$ cat config.mk
export PLATFORM = sky130hd
export DESIGN_NAME = text_console_cursor_engine_unit_flat
export DESIGN_NICKNAME = d
export VERILOG_FILES = /design/src/design/tcce_pkg.sv /design/src/design/tcce_if.sv /design/src/design/tcce_front.sv /design/src/design/tcce_queue.sv /design/src/design/tcce_back.sv /design/src/design/text_console_cursor_engine_unit.sv /design/src/flat_wrapper.sv
export SDC_FILE = /design/constraint.sdc
export NUM_CORES = 1
export LEC_CHECK = 0
export ABC_AREA = 0
export BUFFER_PORTS_ARGS = -buffer_cell sky130_fd_sc_hd__buf_2
export CAP_MARGIN = 30
export CORE_ASPECT_RATIO = 1.2
export CORE_MARGIN = 1
export CORE_UTILIZATION = 45
export DETAILED_ROUTE_END_ITERATION = 10
export GPL_ROUTABILITY_DRIVEN = 0
export PLACE_DENSITY = 0.7
export SETUP_SLACK_MARGIN = 0.4
export SYNTH_ARGS = -nofsm -noshare
export SYNTH_HDL_FRONTEND = slang
export SYNTH_SLANG_ARGS = --single-unit
$ cat constraint.sdc
create_clock -name i_clk -period 12.55 [get_ports i_clk]
set_clock_uncertainty 0.2 [all_clocks]
set_input_delay 0.6275 -clock i_clk [delete_from_list [all_inputs] [get_ports i_clk]]
set_output_delay 0.6275 -clock i_clk [all_outputs]
set_load 0.05 [all_outputs]
$ cat src/design/tcce_pkg.sv
// Shared constants, types and command codes for the text console cursor engine.
// No dependencies; every other design file depends on this package.
`default_nettype none

package tcce_pkg;

    // Console geometry
    localparam int CONSOLES     = 4;
    localparam int COLUMNS      = 80;
    localparam int SCREEN_ROWS  = 25;
    localparam int REGION_ROWS  = 50;
    localparam int REGION_CELLS = COLUMNS * REGION_ROWS;

    // Field widths
    localparam int CMD_W  = 2;
    localparam int CON_W  = 2;
    localparam int CHAR_W = 8;
    localparam int ATTR_W = 8;
    localparam int ADDR_W = 14;

    // Internal widths
    localparam int ROW_W  = $clog2(REGION_ROWS);
    localparam int COL_W  = $clog2(COLUMNS);
    localparam int CELL_W = $clog2(CONSOLES * REGION_CELLS);
    localparam int SUM_W  = $clog2(REGION_ROWS + SCREEN_ROWS + 1);

    localparam logic [ROW_W-1:0] LAST_ROW = ROW_W'(REGION_ROWS - 1);
    localparam logic [COL_W-1:0] LAST_COL = COL_W'(COLUMNS - 1);

    // Command queue between front and back; depth is a power of two
    localparam int QUEUE_DEPTH = 2;
    localparam int QPTR_W      = $clog2(QUEUE_DEPTH);
    localparam int QCNT_W      = $clog2(QUEUE_DEPTH + 1);

    localparam logic [ATTR_W-1:0] ATTR_RESET     = 8'd7;
    localparam logic [CHAR_W-1:0] NEWLINE_BYTE   = 8'd10;
    localparam logic [CHAR_W-1:0] BACKSPACE_BYTE = 8'd8;
    localparam logic [CHAR_W-1:0] BLANK_BYTE     = 8'd32;

    typedef enum logic [CMD_W-1:0] {
        CMD_PUT         = 2'd0,
        CMD_SCROLL_UP   = 2'd1,
        CMD_SCROLL_DOWN = 2'd2,
        CMD_SELECT      = 2'd3
    } t_cmd;

    // Classified operation handed from front to back
    typedef enum logic [2:0] {
        OP_NONE        = 3'd0,
        OP_NEWLINE     = 3'd1,
        OP_BACKSPACE   = 3'd2,
        OP_PRINT       = 3'd3,
        OP_SCROLL_UP   = 3'd4,
        OP_SCROLL_DOWN = 3'd5,
        OP_SELECT      = 3'd6
    } t_op;

    typedef struct packed {
        t_op               op;
        logic [CON_W-1:0]  console;
        logic [CHAR_W-1:0] ch;
    } t_qitem;

endpackage

`default_nettype wire

$ cat src/design/tcce_if.sv
// Handshake interfaces for the command and result channels.
// Depends on tcce_pkg for field widths.
`default_nettype none

interface tcce_cmd_if;
    logic                       valid;
    logic                       ready;
    logic [tcce_pkg::CMD_W-1:0]  command;
    logic [tcce_pkg::CON_W-1:0]  console;
    logic [tcce_pkg::CHAR_W-1:0] ch;

    modport source (output valid, command, console, ch, input ready);
    modport sink   (input valid, command, console, ch, output ready);
endinterface

interface tcce_res_if;
    logic                       valid;
    logic                       ready;
    logic                       mem_write;
    logic [tcce_pkg::ADDR_W-1:0] mem_addr;
    logic [tcce_pkg::CHAR_W-1:0] mem_char;
    logic [tcce_pkg::ATTR_W-1:0] mem_attr;
    logic                       display_update;
    logic [tcce_pkg::ADDR_W-1:0] cursor_pos;
    logic [tcce_pkg::ADDR_W-1:0] start_addr;
    logic [tcce_pkg::CON_W-1:0]  shown_console;

    modport source (output valid, mem_write, mem_addr, mem_char, mem_attr, display_update,
                    cursor_pos, start_addr, shown_console, input ready);
    modport sink   (input valid, mem_write, mem_addr, mem_char, mem_attr, display_update,
                    cursor_pos, start_addr, shown_console, output ready);
endinterface

`default_nettype wire

$ cat src/design/tcce_front.sv
// Front end: accepts commands and classifies them into operations for the queue.
// Depends on tcce_pkg and tcce_cmd_if.
`default_nettype none

module tcce_front (
    tcce_cmd_if.sink              i_cmd,
    input  logic                  i_space,
    output logic                  o_push,
    output tcce_pkg::t_qitem      o_item
);
    import tcce_pkg::*;

    logic con_ok;
    t_op  op;

    assign con_ok = {1'b0, i_cmd.console} < (CON_W + 1)'(CONSOLES);

    always_comb begin
        op = OP_NONE;
        if (con_ok) begin
            unique case (t_cmd'(i_cmd.command))
                CMD_PUT: begin
                    if (i_cmd.ch == NEWLINE_BYTE) begin
                        op = OP_NEWLINE;
                    end else if (i_cmd.ch == BACKSPACE_BYTE) begin
                        op = OP_BACKSPACE;
                    end else begin
                        op = OP_PRINT;
                    end
                end
                CMD_SCROLL_UP:   op = OP_SCROLL_UP;
                CMD_SCROLL_DOWN: op = OP_SCROLL_DOWN;
                CMD_SELECT:      op = OP_SELECT;
                default:         op = OP_NONE;
            endcase
        end
    end

    assign i_cmd.ready    = i_space;
    assign o_push         = i_cmd.valid && i_space;
    assign o_item.op      = op;
    assign o_item.console = i_cmd.console;
    assign o_item.ch      = i_cmd.ch;

endmodule

`default_nettype wire

$ cat src/design/tcce_queue.sv
// Short register queue that decouples the command front end from the back end.
// Depends on tcce_pkg.
`default_nettype none

module tcce_queue (
    input  logic             i_clk,
    input  logic             i_rst_n,
    input  logic             i_push,
    input  tcce_pkg::t_qitem i_item,
    output logic             o_space,
    output logic             o_valid,
    output tcce_pkg::t_qitem o_item,
    input  logic             i_pop
);
    import tcce_pkg::*;

    t_qitem             r_mem [QUEUE_DEPTH];
    logic [QPTR_W-1:0]  r_wptr, r_rptr;
    logic [QCNT_W-1:0]  r_count;

    assign o_space = r_count != QCNT_W'(QUEUE_DEPTH);
    assign o_valid = r_count != '0;
    assign o_item  = r_mem[r_rptr];

    always_ff @(posedge i_clk) begin
        if (i_push) begin
            r_mem[r_wptr] <= i_item;
        end
    end

    always_ff @(posedge i_clk) begin
        if (!i_rst_n) begin
            r_wptr  <= '0;
            r_rptr  <= '0;
            r_count <= '0;
        end else begin
            if (i_push) begin
                r_wptr <= r_wptr + QPTR_W'(1);
            end
            if (i_pop) begin
                r_rptr <= r_rptr + QPTR_W'(1);
            end
            if (i_push && !i_pop) begin
                r_count <= r_count + QCNT_W'(1);
            end else if (!i_push && i_pop) begin
                r_count <= r_count - QCNT_W'(1);
            end
        end
    end

`ifndef SYNTH
    a_no_overflow: assert property (@(posedge i_clk) disable iff (!i_rst_n)
        i_push |-> o_space)
        else $error("queue push while full");

    a_no_underflow: assert property (@(posedge i_clk) disable iff (!i_rst_n)
        i_pop |-> o_valid)
        else $error("queue pop while empty");
`endif

endmodule

`default_nettype wire

$ cat src/design/tcce_back.sv
// Back end: per-console cursor and view state, cell write generation, result register.
// Depends on tcce_pkg and tcce_res_if.
`default_nettype none

module tcce_back (
    input  logic                        i_clk,
    input  logic                        i_rst_n,
    input  logic                        i_valid,
    input  tcce_pkg::t_qitem            i_item,
    output logic                        o_pop,
    input  logic                        i_cfg_we,
    input  logic [tcce_pkg::ATTR_W-1:0] i_cfg_wdata,
    tcce_res_if.source                  o_res
);
    import tcce_pkg::*;

    typedef struct packed {
        logic              mem_write;
        logic [ADDR_W-1:0] mem_addr;
        logic [CHAR_W-1:0] mem_char;
        logic [ATTR_W-1:0] mem_attr;
        logic              display_update;
        logic [ADDR_W-1:0] cursor_pos;
        logic [ADDR_W-1:0] start_addr;
        logic [CON_W-1:0]  shown_console;
    } t_result;

    // Per-console state, stored as row/column so no division is needed
    logic [ROW_W-1:0]  r_row  [CONSOLES];
    logic [COL_W-1:0]  r_col  [CONSOLES];
    logic [ROW_W-1:0]  r_srow [CONSOLES];
    logic [CON_W-1:0]  r_cur_con, n_cur_con;
    logic [CELL_W-1:0] r_disp_cur, n_disp_cur;
    logic [CELL_W-1:0] r_disp_st, n_disp_st;
    logic [ATTR_W-1:0] r_attr;
    logic              r_out_valid;
    t_result           r_out, n_out;

    logic [CON_W-1:0]  idx;
    logic [ROW_W-1:0]  e_row, e_srow, n_row, n_srow, w_row;
    logic [COL_W-1:0]  e_col, n_col, w_col;
    logic              wr, upd, is_put;
    logic [CHAR_W-1:0] w_char;
    logic [CELL_W-1:0] base, w_cell, cur_cell, st_cell;

    assign o_pop = i_valid && (!r_out_valid || o_res.ready);
    assign idx   = i_item.console;
    assign e_row  = r_row[idx];
    assign e_col  = r_col[idx];
    assign e_srow = r_srow[idx];

    always_comb begin
        n_row     = e_row;
        n_col     = e_col;
        n_srow    = e_srow;
        w_row     = e_row;
        w_col     = e_col;
        wr        = 1'b0;
        w_char    = '0;
        upd       = 1'b0;
        is_put    = 1'b0;
        n_cur_con = r_cur_con;
        unique case (i_item.op)
            OP_NEWLINE: begin
                is_put = 1'b1;
                if (e_row != LAST_ROW) begin
                    n_row = e_row + ROW_W'(1);
                    n_col = '0;
                end
            end
            OP_BACKSPACE: begin
                is_put = 1'b1;
                if (e_row != '0 || e_col != '0) begin
                    if (e_col == '0) begin
                        n_row = e_row - ROW_W'(1);
                        n_col = LAST_COL;
                    end else begin
                        n_col = e_col - COL_W'(1);
                    end
                    wr     = 1'b1;
                    w_char = BLANK_BYTE;
                    w_row  = n_row;
                    w_col  = n_col;
                end
            end
            OP_PRINT: begin
                is_put = 1'b1;
                if (e_row != LAST_ROW || e_col != LAST_COL) begin
                    wr     = 1'b1;
                    w_char = i_item.ch;
                    if (e_col == LAST_COL) begin
                        n_row = e_row + ROW_W'(1);
                        n_col = '0;
                    end else begin
                        n_col = e_col + COL_W'(1);
                    end
                end
            end
            OP_SCROLL_UP: begin
                if (e_srow != '0) begin
                    n_srow = e_srow - ROW_W'(1);
                end
                upd = idx == r_cur_con;
            end
            OP_SCROLL_DOWN: begin
                if (SUM_W'(e_srow) + SUM_W'(SCREEN_ROWS) < SUM_W'(REGION_ROWS)) begin
                    n_srow = e_srow + ROW_W'(1);
                end
                upd = idx == r_cur_con;
            end
            OP_SELECT: begin
                n_cur_con = idx;
                upd       = 1'b1;
            end
            default: begin
                upd = 1'b0;
            end
        endcase
        if (is_put) begin
            // pull the view down so the cursor row is its last row
            if (SUM_W'(n_row) >= SUM_W'(e_srow) + SUM_W'(SCREEN_ROWS)) begin
                n_srow = ROW_W'(SUM_W'(n_row) + SUM_W'(1) - SUM_W'(SCREEN_ROWS));
            end
            upd = idx == r_cur_con;
        end
    end

    always_comb begin
        base     = CELL_W'(idx) * CELL_W'(REGION_CELLS);
        w_cell   = base + CELL_W'(w_row) * CELL_W'(COLUMNS) + CELL_W'(w_col);
        cur_cell = base + CELL_W'(n_row) * CELL_W'(COLUMNS) + CELL_W'(n_col);
        st_cell  = base + CELL_W'(n_srow) * CELL_W'(COLUMNS);

        n_disp_cur = upd ? cur_cell : r_disp_cur;
        n_disp_st  = upd ? st_cell : r_disp_st;

        n_out.mem_write      = wr;
        n_out.mem_addr       = wr ? ADDR_W'(w_cell) : '0;
        n_out.mem_char       = wr ? w_char : '0;
        n_out.mem_attr       = wr ? r_attr : '0;
        n_out.display_update = upd;
        n_out.cursor_pos     = ADDR_W'(n_disp_cur);
        n_out.start_addr     = ADDR_W'(n_disp_st);
        n_out.shown_console  = n_cur_con;
    end

    always_ff @(posedge i_clk) begin
        if (o_pop) begin
            r_out <= n_out;
        end
    end

    always_ff @(posedge i_clk) begin
        if (!i_rst_n) begin
            for (int c = 0; c < CONSOLES; c++) begin
                r_row[c]  <= '0;
                r_col[c]  <= '0;
                r_srow[c] <= '0;
            end
            r_cur_con   <= '0;
            r_disp_cur  <= '0;
            r_disp_st   <= '0;
            r_attr      <= ATTR_RESET;
            r_out_valid <= 1'b0;
        end else begin
            if (i_cfg_we) begin
                r_attr <= i_cfg_wdata;
            end
            if (o_pop) begin
                r_row[idx]  <= n_row;
                r_col[idx]  <= n_col;
                r_srow[idx] <= n_srow;
                r_cur_con   <= n_cur_con;
                r_disp_cur  <= n_disp_cur;
                r_disp_st   <= n_disp_st;
                r_out_valid <= 1'b1;
            end else if (o_res.ready) begin
                r_out_valid <= 1'b0;
            end
        end
    end

    assign o_res.valid          = r_out_valid;
    assign o_res.mem_write      = r_out.mem_write;
    assign o_res.mem_addr       = r_out.mem_addr;
    assign o_res.mem_char       = r_out.mem_char;
    assign o_res.mem_attr       = r_out.mem_attr;
    assign o_res.display_update = r_out.display_update;
    assign o_res.cursor_pos     = r_out.cursor_pos;
    assign o_res.start_addr     = r_out.start_addr;
    assign o_res.shown_console  = r_out.shown_console;

`ifndef SYNTH
    a_idle_write_zero: assert property (@(posedge i_clk) disable iff (!i_rst_n)
        (o_res.valid && !o_res.mem_write) |->
        (o_res.mem_addr == '0 && o_res.mem_char == '0 && o_res.mem_attr == '0))
        else $error("write fields not cleared without a cell write");

    a_cursor_in_region: assert property (@(posedge i_clk) disable iff (!i_rst_n)
        r_row[0] <= LAST_ROW && r_col[0] <= LAST_COL)
        else $error("cursor left its region");

    a_view_in_region: assert property (@(posedge i_clk) disable iff (!i_rst_n)
        r_srow[0] == '0 || SUM_W'(r_srow[0]) + SUM_W'(SCREEN_ROWS) <= SUM_W'(REGION_ROWS))
        else $error("view left its region");

    a_select_takes: assert property (@(posedge i_clk) disable iff (!i_rst_n)
        (o_pop && i_item.op == OP_SELECT) |=> r_cur_con == $past(i_item.console))
        else $error("console select not applied");
`endif

endmodule

`default_nettype wire

$ cat src/design/text_console_cursor_engine_unit.sv
// Top level of the text console cursor engine: front end, queue, back end.
// Depends on tcce_pkg, tcce_if, tcce_front, tcce_queue and tcce_back.
//
// Usage:
//   i_cmd carries commands (put character, scroll up, scroll down, select
//   console) with valid/ready; o_res returns exactly one result per command:
//   an optional video memory cell write plus the shown console's cursor cell,
//   view start cell and index. i_cfg_we/i_cfg_wdata write the attribute byte
//   used for printed and erased cells; write it only while the block is idle.
//   Path: an accepted command is registered in the queue, then executed by the
//   back end once the result register is free or being read, and its result is
//   held in the result register until o_res.ready takes it.
//   Throughput: one command per cycle while o_res.ready stays high; the back
//   end's update of the per-console cursor state for each command sets this rate.
//   Reset (synchronous, active low): every console's cursor and view sit at
//   the start of its region, console 0 is shown, the attribute is 7, the
//   queue and result register are empty.
//   Receiver stall: the result register holds, the back end stops, the
//   two-entry queue fills and then i_cmd.ready drops.
`default_nettype none

module text_console_cursor_engine_unit (
    input  logic                        i_clk,
    input  logic                        i_rst_n,
    tcce_cmd_if.sink                    i_cmd,
    tcce_res_if.source                  o_res,
    input  logic                        i_cfg_we,
    input  logic [tcce_pkg::ATTR_W-1:0] i_cfg_wdata
);
    import tcce_pkg::*;

    logic   push, space, q_valid, pop;
    t_qitem push_item, q_item;

    tcce_front u_front (
        .i_cmd   (i_cmd),
        .i_space (space),
        .o_push  (push),
        .o_item  (push_item)
    );

    tcce_queue u_queue (
        .i_clk   (i_clk),
        .i_rst_n (i_rst_n),
        .i_push  (push),
        .i_item  (push_item),
        .o_space (space),
        .o_valid (q_valid),
        .o_item  (q_item),
        .i_pop   (pop)
    );

    tcce_back u_back (
        .i_clk       (i_clk),
        .i_rst_n     (i_rst_n),
        .i_valid     (q_valid),
        .i_item      (q_item),
        .o_pop       (pop),
        .i_cfg_we    (i_cfg_we),
        .i_cfg_wdata (i_cfg_wdata),
        .o_res       (o_res)
    );

endmodule

`default_nettype wire

$ cat src/flat_wrapper.sv
// flat-port wrapper written by rule: the top's interface ports become plain ports
module text_console_cursor_engine_unit_flat import tcce_pkg::*;
  (i_clk, i_rst_n, i_cfg_we, i_cfg_wdata, i_cmd_valid, i_cmd_command, i_cmd_console, i_cmd_ch, i_cmd_ready, o_res_valid, o_res_mem_write, o_res_mem_addr, o_res_mem_char, o_res_mem_attr, o_res_display_update, o_res_cursor_pos, o_res_start_addr, o_res_shown_console, o_res_ready);
  tcce_cmd_if i_cmd_i ();
  tcce_res_if o_res_i ();
  input  logic i_clk;
  input  logic i_rst_n;
  input  logic i_cfg_we;
  input  logic [tcce_pkg::ATTR_W-1:0] i_cfg_wdata;
  input wire logic [$bits(i_cmd_i.valid)-1:0] i_cmd_valid;
  input wire logic [$bits(i_cmd_i.command)-1:0] i_cmd_command;
  input wire logic [$bits(i_cmd_i.console)-1:0] i_cmd_console;
  input wire logic [$bits(i_cmd_i.ch)-1:0] i_cmd_ch;
  output wire logic [$bits(i_cmd_i.ready)-1:0] i_cmd_ready;
  output wire logic [$bits(o_res_i.valid)-1:0] o_res_valid;
  output wire logic [$bits(o_res_i.mem_write)-1:0] o_res_mem_write;
  output wire logic [$bits(o_res_i.mem_addr)-1:0] o_res_mem_addr;
  output wire logic [$bits(o_res_i.mem_char)-1:0] o_res_mem_char;
  output wire logic [$bits(o_res_i.mem_attr)-1:0] o_res_mem_attr;
  output wire logic [$bits(o_res_i.display_update)-1:0] o_res_display_update;
  output wire logic [$bits(o_res_i.cursor_pos)-1:0] o_res_cursor_pos;
  output wire logic [$bits(o_res_i.start_addr)-1:0] o_res_start_addr;
  output wire logic [$bits(o_res_i.shown_console)-1:0] o_res_shown_console;
  input wire logic [$bits(o_res_i.ready)-1:0] o_res_ready;
  assign i_cmd_i.valid = i_cmd_valid;
  assign i_cmd_i.command = i_cmd_command;
  assign i_cmd_i.console = i_cmd_console;
  assign i_cmd_i.ch = i_cmd_ch;
  assign i_cmd_ready = i_cmd_i.ready;
  assign o_res_valid = o_res_i.valid;
  assign o_res_mem_write = o_res_i.mem_write;
  assign o_res_mem_addr = o_res_i.mem_addr;
  assign o_res_mem_char = o_res_i.mem_char;
  assign o_res_mem_attr = o_res_i.mem_attr;
  assign o_res_display_update = o_res_i.display_update;
  assign o_res_cursor_pos = o_res_i.cursor_pos;
  assign o_res_start_addr = o_res_i.start_addr;
  assign o_res_shown_console = o_res_i.shown_console;
  assign o_res_i.ready = o_res_ready;
  text_console_cursor_engine_unit u_core (.i_clk(i_clk), .i_rst_n(i_rst_n), .i_cmd(i_cmd_i), .o_res(o_res_i), .i_cfg_we(i_cfg_we), .i_cfg_wdata(i_cfg_wdata));
endmodule
**Word-level counts from Yosys, hierarchy flattened**

Memories as Yosys holds them, arrays and structs flattened. A register that Yosys moved wholly into a read port is not among the register bits.
Cells that the tools add are included.

- Output and inout port bits: 64
- Register bits after elaboration: 105
- Memory bits (writable): 102
- Memories: 4

Memory list:

| name | words | width | rd ports | clocked after Yosys merged registers in | wr ports | line | source |
|---|---|---|---|---|---|---|---|
| u_core.u_back.r_col | 4 | 7 | 1 | 0 | 4 | tcce_back.sv:30 | `logic [COL_W-1:0] r_col [CONSOLES];` |
| u_core.u_queue.r_mem | 2 | 13 | 1 | 1 | 1 | tcce_queue.sv:17 | `t_qitem r_mem [QUEUE_DEPTH];` |
| u_core.u_back.r_row | 4 | 6 | 1 | 0 | 4 | tcce_back.sv:29 | `logic [ROW_W-1:0] r_row [CONSOLES];` |
| u_core.u_back.r_srow | 4 | 6 | 1 | 0 | 4 | tcce_back.sv:31 | `logic [ROW_W-1:0] r_srow [CONSOLES];` |

- Multiply operators: 4
- Mux-type cells: 55
- Equal/unequal tests: 16
- Magnitude comparators: 2
- $add $sub $neg: 18
- Reduce and logical (&&, ||, !) cells: 23

Operator list:

| operator | count |
|---|---|
| two-way mux 6 bit | 13 |
| two-way mux 7 bit | 7 |
| adder 14 x 13 -> 14 bit | 3 |
| adder 14 x 7 -> 14 bit | 2 |
| two-way mux 14 bit | 2 |
| multiplier 6 x 3 -> 9 bit (second input constant) | 3 |
| case mux 7 bit (3 select lines) | 1 |
| adder 6 x 1 -> 6 bit (second input constant) | 3 |
| two-way mux 1 bit | 18 |
| case mux 6 bit (3 select lines) | 1 |
| equality test 8 x 4 -> 1 bit (second input constant) | 2 |
| case mux 8 bit (2 select lines) | 1 |
| two-way mux 2 bit | 7 |
| case mux 3 bit (4 select lines) | 1 |
| case mux 6 bit (2 select lines) | 1 |
| nonzero test 6 bit | 2 |
| OR reduction 6 bit | 2 |
| subtractor 6 x 1 -> 6 bit (second input constant) | 2 |
| equality test 3 bit (second input constant) | 3 |
| multiplier 2 x 7 -> 9 bit (second input constant) | 1 |
| two-way mux 8 bit | 1 |
| adder 6 x 5 -> 7 bit (second input constant) | 1 |
| adder 7 x 1 -> 7 bit (second input constant) | 1 |
| equality test 7 bit (second input constant) | 1 |
| other kinds (26) | 39 |

**Longest topological paths before layout**

An unclocked memory read counts as a cell.

- Depth in word-level cells: 12
- Depth in mapped cells: 43
- Mapped depth without buffers: 36

**By module**

A second synthesis with hierarchy kept.

- Cell total of the unflattened synthesis: 1117
- Area, all modules: 12116.6 µm²

Modules (own cells, without submodules):

| module | instances | area an instance (µm²) | cells an instance | sequential area each (µm²) |
|---|---|---|---|---|
| tcce_back | 1 | 10817.9 | 1035 | 4924.7 |
| tcce_queue | 1 | 1151.1 | 62 | 880.8 |
| tcce_front | 1 | 147.6 | 20 | 0.0 |

**Worst setup path after synthesis**

OpenSTA, ideal clock, no wires.

- Kind: flip-flop to flip-flop
- Start: reg with a tool-made name
- End: reg u_core.u_back.r_out, in the netlist u_core.u_back.o_res.start_addr[13], data pin
- Slack: 3857 ps
- Data required time: 12084 ps
- Stages on the path, launching flop included: 42
- Library setup time: 266 ps
- Arrival time: 8227 ps
- Cells stage by stage: dfxtp_1 mux2i_4 inv_4 buf_8 buf_6 buf_6 buf_6 mux2i_1 mux2i_1 inv_1 ha_1 inv_1 nor2_1 a22oi_1 or4_1 buf_2 or3_4 mux2i_1 [6 not listed] or3_1 buf_2 a211oi_1 nor2_1 ha_1 ha_1 fa_1 a21o_1 a21o_1 and4_1 a2111oi_0 nand3_1 ha_1 inv_1 a21oi_1 o21ai_0 nor3b_1 o31ai_1

RTL lines:

| element | line | source |
|---|---|---|
| end signal: assignment | tcce_back.sv:149 | `r_out <= n_out;` |
| end: declaration | tcce_back.sv:37 | `t_result r_out, n_out;` |

==> flow_metrics.tcl <==
set metrics [dict create \
    grt.total_usage_pct 22.42 \
    grt_setup_unrepaired "false" \
    finalMaxSlewViolations 0 \
    layout-drive-gt1-share_pct 14.23 \
    synth_top_area_share_pct 38.70 \
    syn_area_per_cell_um2 10.24 \
    worst_skew_pair.late_latency_ns 0.50 \
    min_path_type "primary input to register" \
    vias 10062 \
    ios 89 \
    synthCells 1243 \
    synth-seq-cells 208 \
    dr.pass1.iters 9 \
    tns_ns 0 \
    slew_headroom_pct 27.83 \
    viasPerCell 5.870 \
    critPathMaxStageDelay_ns 0.96 \
    die_w_um 155.5 \
    core_um2 27830 \
    postRouteAntennaNets 0 \
    cap_violations 0 \
    critPathLaunchType "register" \
    crit_arrival_ns 10.84 \
    routedWlPerCell_um 18.99 \
    synth_cell_type_count 86 \
    yosysSeqAreaShare_pct 45.62 \
    yosysWarnings 0 \
    tritoncts "done" \
    fin_crit_ns 10.80 \
    die_y_um 186.2 \
    fmax_mhz 92.63 \
    end_kind "register" \
    cts_root_buf "clkbuf_16" \
    port_buffers 88 \
    critPathKind "register to register" \
    yosys.area.top_type "edfxtp_1" \
    route.met2.wl_mm 15.88 \
    postLayoutCoreUtil_pct 51.08 \
    htree_levels 1 \
    dieArea_um2 28960 \
    cts.clk_slew.worst_paths_ns 0.06 \
    antenna_cells 0 \
    rows 67 \
    synth_edf_count 164 \
    async_flop_share_pct 0 \
    outcome "finished, final reports clean" \
    start_util_pct 45.72 \
    synthFlopType "edfxtp_1" \
    place_hpwl_mm 23.23 \
    drc 0 \
    cts_buffer_depth 3 \
    setup_viol 0 \
    final_nets 1437 \
    path_max_fanout 24 \
    grt_max_degree 83 \
    fin_cells 1714 \
    first_iter_violations 787 \
    cts_hold_repair.buffers 0 \
    grt_pass1_wl_mm 51.16 \
    fin_crit_sh_pct 86.02 \
    holdWs_ns 0.1219 \
    globalRoute.totalOverflow 0 \
    tightest_slew_ns 1.083 \
    dr_wl_met3_mm 2.460 \
    routed_wl_mm 32.55 \
    met1_length_mm 12.83 \
    top_layer "met4" \
    grt_pass1_vias 9740 \
    antenna_found_initial 0 \
    cts_resized 0 \
    numCtsBuffers 20 \
    post_cts_buffers 0 \
    syn_nets 1359 \
    cp_slowest_cell "dfxtp_1" \
    final-hold-violation-count 0 \
    cts_sinks 208 \
    place_inst 1677 \
    area_delta_synth_final_pct 11.71 \
    hold_path_startpoint "i_cmd_console[1]" \
    netlist_area_um2 12730 \
    synthTopCellsByArea "edfxtp_1 (39%), ha_1 (8.0%), mux2i_1 (7.3%), dfxtp_1 (6.9%), nor2_1 (4.7%)" \
    critPathRequiredTime_ns 12.59 \
]
[path summary, 6_finish.rpt]
path / end / slack (ns) / cells past startpoint
worst min register to register: u_core.u_back.r_disp_cur[5] / 0.26 / 2
worst min-delay path: u_core.u_queue.r_mem[1][9] / 0.12 / 1
worst max register to register: u_core.u_back.o_res.start_addr[13] / 1.75 / 34
worst max-delay path: u_core.u_back.o_res.start_addr[13] / 1.75 / 34
[logic make-up after synthesis]
| logic type | Yosys count | share of synthesized area [%] |
|---|---|---|
| buf+inv | 119 | 4.090 |
| xor+xnor | 39 | 2.743 |
| compound gates | 256 | 13.14 |
| fa+ha+maj | 91 | 9.537 |
| mux | 120 | 10.11 |
| flops | 208 | 45.62 |
| simple gates | 410 | 14.77 |
[synth_stat cells, types with 4 or more instances]
library cell and count:
or3_1 7, a31oi_1 10, mux2i_2 4, nor2_1 161, clkbuf_1 30, mux2_2 18, nor2b_1 11, o21ai_0 47
a21o_1 14, buf_2 9, nand2_1 107, a21boi_0 7, nand4_1 9, nand3_1 17, buf_6 5, and4_1 4
a211oi_1 11, o31ai_1 10, and3_1 7, fa_1 10, xnor2_1 26, xor2_1 12, ha_1 81, inv_1 65
edfxtp_1 164, a21oi_1 88, dfxtp_1 44, nand2b_1 7, o211ai_1 7, or4_1 4, nor3_1 36, o21a_1 9
and2_1 22, mux2i_1 93
[routing by layer]
layer / track usage [%] / up-vias
met4: 10.12 / 0
met1: 27.28 / 4825
li1: - / 4674
met3: 3.499 / 119
met2: 39.25 / 444
met5: 0 / -
[registers in the layout, summed over array words and instances (netlist names), named ones only]
register,count
u_core.u_queue.r_wptr,1
u_core.u_back.r_attr,8
u_core.u_back.o_res.cursor_pos,14
u_core.u_back.r_disp_cur,14
u_core.u_back.o_res.mem_attr,8
u_core.u_back.r_row,24
u_core.u_back.r_srow,24
u_core.u_back.o_res.valid,1
u_core.u_back.o_res.shown_console,2
u_core.u_back.o_res.mem_char,8
u_core.u_queue.r_mem,26
u_core.u_back.r_disp_st,14
u_core.u_back.o_res.start_addr,14
u_core.u_queue.r_rptr,1
u_core.u_back.o_res.mem_addr,14
u_core.u_back.r_cur_con,2
u_core.u_queue.r_count,2
u_core.u_back.o_res.display_update,1
u_core.u_back.r_col,28
u_core.u_back.o_res.mem_write,1
[layout make-up]
type,instances,area (um2)
Fill cell,2571,13620
Multi-Input combinational cell,916,6405
Sequential cell,208,5806
Timing Repair Buffer,107,643.1
Clock buffer,26,554.3
Tap cell,379,474.2
Inverter,68,259.0
Clock inverter,10,75.07
[critical path: cells and delay by family (launching register included)]
family,cells,cell delay (ns)
buffers and inverters,5,0.75
and+or+nand+nor,10,2.73
DFF,1,0.96
adders and majority gates,6,1.88
muxes,2,1.41
AOI/OAI and AO/OA,11,2.59
[placed cells by master, fill, tap and decap left out, types with 7 or more instances in the layout]
cell       count
xor2_1        12
a21boi_0       7
buf_4         16
o31ai_1        9
nand4_1        9
nand2b_1       7
nand3_1       17
fa_1          10
a211oi_1      11
edfxtp_1     164
inv_1         64
a21oi_1       88
and2_1        22
a31oi_1       10
a21o_1        14
or3_1          7
ha_1          81
o211ai_1       7
xnor2_1       26
dfxtp_1       44
mux2i_1       93
nor3_1        36
nor2b_1       11
nor2_1       161
o21ai_0       47
buf_2         88
and3_1         7
o21a_1         9
clkbuf_16     21
nand2_1      107
mux2_2        18
[metrics by stage]
step,instance area [um2],worst slack (ns)
after CTS,14190,1.876
after global routing,14220,1.083
after global placement,13490,2.413
final,14220,1.755
after detailed placement,13560,2.000
after floorplan,12730,3.857
Power is not shown: default switching activity piles up to over one toggle a cycle in this logic, so the estimate is an artifact.
